--- src/sv/assert_macros.svh ---
// assertion macros used by lfu_cache_table, the one rtl file that checks itself
// depends on nothing
`ifndef ASSERT_MACROS_SVH
`define ASSERT_MACROS_SVH

// property checked on every rising edge outside reset
`define LFU_ASSERT(label, clk, rst_n, prop, msg) \
  label: assert property (@(posedge clk) disable iff (!(rst_n)) (prop)) else $error(msg);

// same, on the block clock and reset names
`define LFU_ASSERT_TOP(label, prop, msg) \
  `LFU_ASSERT(label, clk_i, rst_ni, prop, msg)

`endif

--- src/sv/lfu_pkg.sv ---
// types and constants of the lfu cache table
// depends on nothing
`default_nettype none
package lfu_pkg;

  localparam int unsigned DEPTH_DEF      = 16;
  localparam int unsigned COUNT_BITS_DEF = 16;
  localparam int unsigned CAP_W          = 5;
  localparam int unsigned KEY_W          = 32;
  localparam int unsigned DATA_W         = 32;
  localparam logic [CAP_W-1:0]  CAP_RESET  = CAP_W'(16);
  localparam logic [DATA_W-1:0] MISS_VALUE = '1;

  typedef enum logic {
    KIND_GET = 1'b0,
    KIND_PUT = 1'b1
  } kind_e;

  typedef enum logic [1:0] {
    S_IDLE,
    S_SCAN,
    S_APPLY
  } state_e;

endpackage
`default_nettype wire

--- src/sv/lfu_if.sv ---
// valid/ready channels of the lfu cache table: request, response, config
// depends on lfu_pkg
`default_nettype none
interface lfu_req_if;
  import lfu_pkg::*;
  logic                     valid;
  logic                     ready;
  logic                     kind;
  logic signed [KEY_W-1:0]  lookup_key;
  logic signed [DATA_W-1:0] store_value;
  modport source (output valid, kind, lookup_key, store_value, input ready);
  modport sink   (input valid, kind, lookup_key, store_value, output ready);
endinterface

interface lfu_rsp_if;
  import lfu_pkg::*;
  logic                     valid;
  logic                     ready;
  logic                     hit;
  logic signed [DATA_W-1:0] read_value;
  modport source (output valid, hit, read_value, input ready);
  modport sink   (input valid, hit, read_value, output ready);
endinterface

interface lfu_cfg_if;
  import lfu_pkg::*;
  logic             valid;
  logic             ready;
  logic [CAP_W-1:0] capacity;
  modport source (output valid, capacity, input ready);
  modport sink   (input valid, capacity, output ready);
endinterface
`default_nettype wire

--- src/sv/lfu_cache_table.sv ---
// lfu cache table: an item is accepted, walked DEPTH scan steps down the cell chain, then
// applied in an update state; one item in flight, next accepted once the update is done
// throughput is set by the scan record walking one cell per cycle
// a get result sits in an output register; the block takes the next item while it waits
// reset clears all entry valid bits at once and sets capacity to 16; no clearing pass
`default_nettype none
`include "assert_macros.svh"
module lfu_cache_table #(
  parameter int unsigned DEPTH      = lfu_pkg::DEPTH_DEF,
  parameter int unsigned COUNT_BITS = lfu_pkg::COUNT_BITS_DEF
) (
  input  wire logic clk_i,
  input  wire logic rst_ni,
  lfu_req_if.sink   req_i,
  lfu_rsp_if.source rsp_o,
  lfu_cfg_if.sink   cfg_i
);
  import lfu_pkg::*;

  localparam int unsigned IDX_W = (DEPTH > 1) ? $clog2(DEPTH) : 1;
  localparam int unsigned UW    = $clog2(DEPTH + 1);

  typedef struct packed {
    logic                  hit;
    logic [IDX_W-1:0]      hit_idx;
    logic [IDX_W-1:0]      hit_rank;
    logic [DATA_W-1:0]     hit_data;
    logic                  free;
    logic [IDX_W-1:0]      free_idx;
    logic [UW-1:0]         used;
    logic                  vic;
    logic [IDX_W-1:0]      vic_idx;
    logic [COUNT_BITS-1:0] vic_cnt;
    logic [IDX_W-1:0]      vic_rank;
  } rec_t;

  typedef struct packed {
    logic              en;
    logic [IDX_W-1:0]  tgt;
    logic [IDX_W-1:0]  thr;
    logic              age_all;
    logic              insert;
    logic              wr_data;
    logic [KEY_W-1:0]  key;
    logic [DATA_W-1:0] data;
  } cmd_t;

  state_e            state_q, state_d;
  logic [IDX_W-1:0]  cnt_q, cnt_d;
  logic [CAP_W-1:0]  cap_q;
  logic              kind_q;
  logic [KEY_W-1:0]  key_q;
  logic [DATA_W-1:0] val_q;
  logic              out_valid_q, out_valid_d;
  logic              out_hit_q, out_hit_d;
  logic [DATA_W-1:0] out_data_q, out_data_d;
  logic              req_xfer, out_free;
  logic [31:0]       cap_lim;
  logic              full;
  rec_t              rec_w [DEPTH];
  rec_t              rec_fin;
  cmd_t              cmd;

  assign cfg_i.ready = 1'b1;
  assign req_i.ready = (state_q == S_IDLE);
  assign req_xfer    = req_i.valid && req_i.ready;
  assign out_free    = !out_valid_q || rsp_o.ready;

  assign rsp_o.valid      = out_valid_q;
  assign rsp_o.hit        = out_hit_q;
  assign rsp_o.read_value = out_data_q;

  always_ff @(posedge clk_i or negedge rst_ni) begin
    if (!rst_ni) begin
      cap_q <= CAP_RESET;
    end else if (cfg_i.valid && cfg_i.ready) begin
      cap_q <= cfg_i.capacity;
    end
  end

  always_ff @(posedge clk_i) begin
    if (req_xfer) begin
      kind_q <= req_i.kind;
      key_q  <= req_i.lookup_key;
      val_q  <= req_i.store_value;
    end
  end

  genvar gi;
  generate
    for (gi = 0; gi < DEPTH; gi++) begin : g_cell
      rec_t rec_in;
      if (gi == 0) begin : g_head
        assign rec_in = '0;
      end else begin : g_link
        assign rec_in = rec_w[gi-1];
      end
      lfu_cell #(
        .IDX        (gi),
        .IDX_W      (IDX_W),
        .COUNT_BITS (COUNT_BITS),
        .rec_t      (rec_t),
        .cmd_t      (cmd_t)
      ) u_cell (
        .clk_i  (clk_i),
        .rst_ni (rst_ni),
        .key_i  (key_q),
        .rec_i  (rec_in),
        .rec_o  (rec_w[gi]),
        .cmd_i  (cmd)
      );
    end
  endgenerate

  assign rec_fin = rec_w[DEPTH-1];
  assign cap_lim = (32'(cap_q) > 32'(DEPTH)) ? 32'(DEPTH) : 32'(cap_q);
  assign full    = 32'(rec_fin.used) >= cap_lim;

  always_ff @(posedge clk_i or negedge rst_ni) begin
    if (!rst_ni) begin
      state_q     <= S_IDLE;
      cnt_q       <= '0;
      out_valid_q <= 1'b0;
    end else begin
      state_q     <= state_d;
      cnt_q       <= cnt_d;
      out_valid_q <= out_valid_d;
    end
  end

  always_ff @(posedge clk_i) begin
    out_hit_q  <= out_hit_d;
    out_data_q <= out_data_d;
  end

  always_comb begin
    state_d     = state_q;
    cnt_d       = cnt_q;
    out_valid_d = out_valid_q && !rsp_o.ready;
    out_hit_d   = out_hit_q;
    out_data_d  = out_data_q;
    cmd         = '0;
    cmd.key     = key_q;
    cmd.data    = val_q;
    case (state_q)
      S_IDLE: begin
        cnt_d = '0;
        if (req_xfer) begin
          state_d = S_SCAN;
        end
      end
      S_SCAN: begin
        if (cnt_q == IDX_W'(DEPTH - 1)) begin
          state_d = S_APPLY;
        end else begin
          cnt_d = cnt_q + IDX_W'(1);
        end
      end
      S_APPLY: begin
        if (kind_q == KIND_GET) begin
          if (out_free) begin
            state_d     = S_IDLE;
            out_valid_d = 1'b1;
            if (cap_q != '0 && rec_fin.hit) begin
              out_hit_d = 1'b1;
              out_data_d = rec_fin.hit_data;
              cmd.en  = 1'b1;
              cmd.tgt = rec_fin.hit_idx;
              cmd.thr = rec_fin.hit_rank;
            end else begin
              out_hit_d  = 1'b0;
              out_data_d = MISS_VALUE;
            end
          end
        end else begin
          state_d = S_IDLE;
          if (cap_q != '0) begin
            cmd.en = 1'b1;
            if (rec_fin.hit) begin
              cmd.tgt     = rec_fin.hit_idx;
              cmd.thr     = rec_fin.hit_rank;
              cmd.wr_data = 1'b1;
            end else if (full) begin
              cmd.tgt    = rec_fin.vic_idx;
              cmd.thr    = rec_fin.vic_rank;
              cmd.insert = 1'b1;
            end else begin
              cmd.tgt     = rec_fin.free_idx;
              cmd.age_all = 1'b1;
              cmd.insert  = 1'b1;
            end
          end
        end
      end
      default: begin
        state_d = S_IDLE;
      end
    endcase
  end

  `LFU_ASSERT_TOP(a_cmd_ends_item, cmd.en |=> state_q == S_IDLE, "update not at end of item")
  `LFU_ASSERT_TOP(a_rsp_from_apply, $rose(out_valid_q) |-> $past(state_q) == S_APPLY, "stray result")
  `LFU_ASSERT_TOP(a_scan_len, state_q == S_APPLY |-> cnt_q == IDX_W'(DEPTH - 1), "short scan")
  `LFU_ASSERT_TOP(a_put_no_rsp, (state_q == S_APPLY && kind_q == KIND_PUT) |=> !$rose(out_valid_q), "put gave result")

endmodule
`default_nettype wire

--- src/sv/lfu_cell.sv ---
// one table entry: key, data, use count and recency rank, with its stage of the scan chain
// depends on lfu_pkg; record and command types come from the top level
`default_nettype none
module lfu_cell #(
  parameter int unsigned IDX        = 0,
  parameter int unsigned IDX_W      = 4,
  parameter int unsigned COUNT_BITS = 16,
  parameter type         rec_t      = logic,
  parameter type         cmd_t      = logic
) (
  input  wire logic                        clk_i,
  input  wire logic                        rst_ni,
  input  wire logic [lfu_pkg::KEY_W-1:0]   key_i,
  input  wire rec_t                        rec_i,
  output rec_t                             rec_o,
  input  wire cmd_t                        cmd_i
);
  import lfu_pkg::*;

  logic                  valid_q;
  logic [KEY_W-1:0]      key_q;
  logic [DATA_W-1:0]     data_q;
  logic [COUNT_BITS-1:0] cnt_q;
  logic [IDX_W-1:0]      rank_q;
  rec_t                  rec_d, rec_q;
  logic                  match, take_vic, is_tgt;

  localparam logic [IDX_W-1:0] MY_IDX = IDX_W'(IDX);

  always_comb begin
    match    = valid_q && (key_q == key_i);
    take_vic = valid_q && (!rec_i.vic || cnt_q < rec_i.vic_cnt ||
               (cnt_q == rec_i.vic_cnt && rank_q > rec_i.vic_rank));
    rec_d      = rec_i;
    rec_d.used = rec_i.used + $bits(rec_i.used)'(valid_q);
    if (!rec_i.hit && match) begin
      rec_d.hit      = 1'b1;
      rec_d.hit_idx  = MY_IDX;
      rec_d.hit_rank = rank_q;
      rec_d.hit_data = data_q;
    end
    if (!rec_i.free && !valid_q) begin
      rec_d.free     = 1'b1;
      rec_d.free_idx = MY_IDX;
    end
    if (take_vic) begin
      rec_d.vic      = 1'b1;
      rec_d.vic_idx  = MY_IDX;
      rec_d.vic_cnt  = cnt_q;
      rec_d.vic_rank = rank_q;
    end
  end

  always_ff @(posedge clk_i) begin
    rec_q <= rec_d;
  end

  assign rec_o  = rec_q;
  assign is_tgt = (cmd_i.tgt == MY_IDX);

  always_ff @(posedge clk_i or negedge rst_ni) begin
    if (!rst_ni) begin
      valid_q <= 1'b0;
    end else if (cmd_i.en && is_tgt) begin
      valid_q <= 1'b1;
    end
  end

  always_ff @(posedge clk_i) begin
    if (cmd_i.en) begin
      if (is_tgt) begin
        rank_q <= '0;
        if (cmd_i.insert) begin
          key_q  <= cmd_i.key;
          data_q <= cmd_i.data;
          cnt_q  <= COUNT_BITS'(1);
        end else begin
          if (cnt_q != '1) begin
            cnt_q <= cnt_q + COUNT_BITS'(1);
          end
          if (cmd_i.wr_data) begin
            data_q <= cmd_i.data;
          end
        end
      end else if (valid_q && (cmd_i.age_all || rank_q < cmd_i.thr)) begin
        rank_q <= rank_q + IDX_W'(1);
      end
    end
  end

endmodule
`default_nettype wire
--- src/flat_wrapper.sv ---
// flat-port wrapper written by rule: the top's interface ports become plain ports
module lfu_cache_table_flat import lfu_pkg::*;
#(
  parameter int unsigned DEPTH      = lfu_pkg::DEPTH_DEF,
  parameter int unsigned COUNT_BITS = lfu_pkg::COUNT_BITS_DEF
)
  (clk_i, rst_ni, req_i_valid, req_i_kind, req_i_lookup_key, req_i_store_value, req_i_ready, rsp_o_valid, rsp_o_hit, rsp_o_read_value, rsp_o_ready, cfg_i_valid, cfg_i_capacity, cfg_i_ready);
  lfu_req_if req_i_i ();
  lfu_rsp_if rsp_o_i ();
  lfu_cfg_if cfg_i_i ();
  input  wire logic clk_i;
  input  wire logic rst_ni;
  input wire logic [$bits(req_i_i.valid)-1:0] req_i_valid;
  input wire logic [$bits(req_i_i.kind)-1:0] req_i_kind;
  input wire logic [$bits(req_i_i.lookup_key)-1:0] req_i_lookup_key;
  input wire logic [$bits(req_i_i.store_value)-1:0] req_i_store_value;
  output wire logic [$bits(req_i_i.ready)-1:0] req_i_ready;
  output wire logic [$bits(rsp_o_i.valid)-1:0] rsp_o_valid;
  output wire logic [$bits(rsp_o_i.hit)-1:0] rsp_o_hit;
  output wire logic [$bits(rsp_o_i.read_value)-1:0] rsp_o_read_value;
  input wire logic [$bits(rsp_o_i.ready)-1:0] rsp_o_ready;
  input wire logic [$bits(cfg_i_i.valid)-1:0] cfg_i_valid;
  input wire logic [$bits(cfg_i_i.capacity)-1:0] cfg_i_capacity;
  output wire logic [$bits(cfg_i_i.ready)-1:0] cfg_i_ready;
  assign req_i_i.valid = req_i_valid;
  assign req_i_i.kind = req_i_kind;
  assign req_i_i.lookup_key = req_i_lookup_key;
  assign req_i_i.store_value = req_i_store_value;
  assign req_i_ready = req_i_i.ready;
  assign rsp_o_valid = rsp_o_i.valid;
  assign rsp_o_hit = rsp_o_i.hit;
  assign rsp_o_read_value = rsp_o_i.read_value;
  assign rsp_o_i.ready = rsp_o_ready;
  assign cfg_i_i.valid = cfg_i_valid;
  assign cfg_i_i.capacity = cfg_i_capacity;
  assign cfg_i_ready = cfg_i_i.ready;
  lfu_cache_table #(.DEPTH(DEPTH), .COUNT_BITS(COUNT_BITS)) u_core (.clk_i(clk_i), .rst_ni(rst_ni), .req_i(req_i_i), .rsp_o(rsp_o_i), .cfg_i(cfg_i_i));
endmodule
--- config.mk ---
export PLATFORM = sky130hd
export DESIGN_NAME = lfu_cache_table_flat
export DESIGN_NICKNAME = d
export VERILOG_FILES = /design/src/sv/lfu_pkg.sv /design/src/sv/lfu_if.sv /design/src/sv/lfu_cache_table.sv /design/src/sv/lfu_cell.sv /design/src/flat_wrapper.sv
export VERILOG_INCLUDE_DIRS = /design/src /design/src/sv
export SDC_FILE = /design/constraint.sdc
export NUM_CORES = 2
export LEC_CHECK = 0
export BUFFER_PORTS_ARGS = -buffer_cell sky130_fd_sc_hd__buf_2
export CAP_MARGIN = 20
export CORE_ASPECT_RATIO = 1.75
export CORE_UTILIZATION = 40
export CTS_BUF_LIST = sky130_fd_sc_hd__clkbuf_2 sky130_fd_sc_hd__clkbuf_4 sky130_fd_sc_hd__clkbuf_8
export CTS_CLUSTER_DIAMETER = 100
export DETAILED_ROUTE_END_ITERATION = 8
export HOLD_SLACK_MARGIN = 0.15
export PLACE_DENSITY = 0.54
export RECOVER_POWER = 25
export SLEW_MARGIN = 15
export SYNTH_ARGS = -nofsm -noshare
export SYNTH_HDL_FRONTEND = slang
export SYNTH_HIERARCHICAL = 1
export SYNTH_SLANG_ARGS = --single-unit
--- constraint.sdc ---
create_clock -name clk_i -period 5.5 [get_ports clk_i]
set_input_delay 1.65 -clock clk_i [delete_from_list [all_inputs] [get_ports clk_i]]
set_output_delay 1.65 -clock clk_i [all_outputs]
set_load 0.1 [all_outputs]
==> metrics <==
outcome=finished with violations; failing checks=max-capacitance violations, max-slew violations; sw frac=0.247; worst-case clock buffer depth=4; NetSw=between 10,000 and 15,000 uW; Gate power share=0.110; sequence of cells on the critical path=inv_2 > nand2_1 > ha_1 > a21o_1 > a31oi_2 > o21a_1 > o211ai_1 > buf_4 > nor4_2 > nand2_1 > nor2_4 > buf_4; worst endpoint required time=6.09 ns; GRT Util Overall=0.184; root buffer cell=clkbuf_8; Reg power frac=0.525; Worst EP arrival=5.05 ns; RSZ-0062 raised after global routing=false; Initial Util=0.403; dpl ws=0.365 ns; insertion delay to the later sink of the worst-skew pair=0.99 ns; Final Cycle Share=0.811; HPWL after detailed placement=171,000 um; CTS tree=yes; Setup Buffers After CTS=0; Min-Delay Path Depth=1; Syn Inst Count=7,370; Die ar.=0.265 sq mm; worst setup slack after layout=1.04 ns; clock share of power=0.365; first-pass GRT wire length=372,000 um; Final Core Density=0.459; worst-path maximum fanout=32; Final Max Tran Viols=110; MaxCap Viol Count=5; Final min period=4.46 ns; cts bufs inserted=393; PostCTS Resize Cnt=0; Vias/cell=4.86; row count=approximately 250; syn avg cell area=14.3 sq um; mapped cell area=0.105 sq mm; worst reg2reg path depth=12; buffers added on ports=109; Clock transition at path regs=about 0.070 ns; crit path kind=flip-flop to flip-flop; Fin. Hold Viols=0; VDD IR max=0.227 mV; Power Dens Cells=383 mW/mm^2; Relative slew margins=-1.00; routed vias=57,700; synthesis-to-layout area growth=13.9%; Hold-fix buffers, CTS=0; CP peak stage delay=just over 0.7 ns; Starting DRT DRC Count=around 2,600; global placer's final weighted congestion=a little over 0.8; slowest stage cell, crit path=nor4_2; gr ovfl total=0; Post-route DRC=0; Worst Tran Pin Value=3.00 ns; wire per inst=~21 um; CTS Sinks=2,668; post-route ant nets=0; hold crit path type=flip-flop to flip-flop; endpoints failing setup=0; Die H=680 um; # H-tree levels=5; drt first pass iters=5; Synth Warn #=6; NumNets Final=between 8,000 and 9,000; layout cells sized above 1=0.215; internal power=34,500 uW; Final Skew=0.0765 ns; Setup TNS=0 ns; vias in the first global route=around 60,000; initial antenna violation count=13; Die Wd=390 um; Top Ports=111; Leak=0.0446 uW; Core Box Area=0.261 sq mm; Startpoint Class=flip-flop; routed wire length=about 250,000 um; CP endpoint kind=flip-flop; fmax=0.224 GHz; largest net degree at the start of global routing=160
==> cells in the final DEF (no fill, tap or decap), types with 19 or more instances in the layout <==
| master | n |
|---|---|
| nor2_1 | 335 |
| ha_1 | 438 |
| conb_1 | 104 |
| a31oi_1 | 20 |
| clkbuf_4 | 145 |
| inv_1 | 384 |
| mux2_2 | 461 |
| xnor2_1 | 591 |
| nand2_1 | 203 |
| mux2_1 | 165 |
| and3_1 | 28 |
| clkbuf_1 | 59 |
| buf_2 | 100 |
| dfxtp_1 | 1198 |
| nor2b_1 | 152 |
| o211ai_1 | 66 |
| and4_1 | 36 |
| mux2_4 | 235 |
| nand4_1 | 177 |
| dfrtp_1 | 27 |
| a21oi_1 | 168 |
| edfxtp_1 | 1442 |
| nor4b_1 | 29 |
| nor3_1 | 25 |
| a211oi_1 | 19 |
| and2_1 | 34 |
| nand3_1 | 183 |
| clkinv_2 | 49 |
| or2_2 | 74 |
| or3_1 | 75 |
| clkbuf_8 | 464 |
| buf_4 | 133 |
| xor2_1 | 190 |
| o21ai_0 | 86 |
| a21o_1 | 49 |
| nand2b_1 | 137 |
| clkinv_1 | 38 |
==> metal layers <==
metal / GRT usage / wire (um)
met5: 0 / 14
met1: 0.194 / 91700
met3: 0.0248 / 8130
met2: 0.359 / 136000
met4: 0.0819 / 10500
==> critical path: cells and delay by family (launching register included) <==
kind	cells	cell delay (ns)
AOI/OAI and AO/OA	4	0.91
adders and majority gates	1	0.25
buffers and inverters	3	0.79
DFF	1	0.55
and+or+nand+nor	4	1.49
==> final timing paths <==
path	start	slack, ns	end
hold / removal	u_core/g_cell[14].u_cell/rec_o[33]	0.37	u_core/g_cell[15].u_cell/rec_o[33]
hold reg to reg	u_core/g_cell[14].u_cell/rec_o[33]	0.37	u_core/g_cell[15].u_cell/rec_o[33]
min in group asynchronous	rst_ni	1.74	u_core/cap_q[0]
setup reg to reg	u_core/cap_q[4]	1.04	u_core/g_cell[0].u_cell/data_q[19]
max in group asynchronous	rst_ni	2.04	u_core/g_cell[6].u_cell/valid_q
setup / recovery	u_core/cap_q[4]	1.04	u_core/g_cell[0].u_cell/data_q[19]
==> power by group through the flow <==
stage          Sequential [uW]  Combinational [uW]  Clock (uW)
2_1_floorplan            24000                3480           0
3_3_place_gp             24500                5030           0
3_5_place_dp             24600                5150           0
4_1_cts                  24100                5190       17300
5_1_grt                  24200                5590       18100
6_report                 24100                5050       16700
==> stage by stage <==
stage          total power (uW)  instances  instance area, sq um  hold slack, ns
5_1_grt                   48000      11900                120000           0.376
6_report                  45800      11900                120000           0.370
2_1_floorplan             27500       7472                106000           0.386
4_1_cts                   46600      11900                120000           0.352
3_5_place_dp              29700      11100                112000           0.392
3_3_place_gp              29600      11100                112000           0.389
==> area by class of cell <==
| class | count | area, sq um |
|---|---|---|
| Antenna cell | 6 | 15.0 |
| Clock buffer | 609 | 7470 |
| Clock inverter | 115 | 863 |
| Fill cell | 23500 | 141000 |
| Inverter | 385 | 1450 |
| Multi-Input combinational cell | 4277 | 35600 |
| Sequential cell | 2668 | 68000 |
| Tap cell | 3500 | 4380 |
| Timing Repair Buffer | 306 | 2010 |
==> registers in the layout, summed over array words and instances (netlist names), 2 cells and up <==
| name | flops |
|---|---|
| u_core/g_cell.u_cell/rec_o | 1198 |
| u_core/g_cell.u_cell/data_q | 512 |
| u_core/g_cell.u_cell/key_q | 512 |
| u_core/g_cell.u_cell/cnt_q | 256 |
| u_core/g_cell.u_cell/rank_q | 64 |
| u_core/key_q | 32 |
| u_core/rsp_o.read_value | 32 |
| u_core/val_q | 32 |
| u_core/g_cell.u_cell/valid_q | 16 |
| u_core/cap_q | 5 |
| u_core/cnt_q | 4 |
| u_core/state_q | 2 |
No activity file was read; power rests on OpenSTA's default activity.
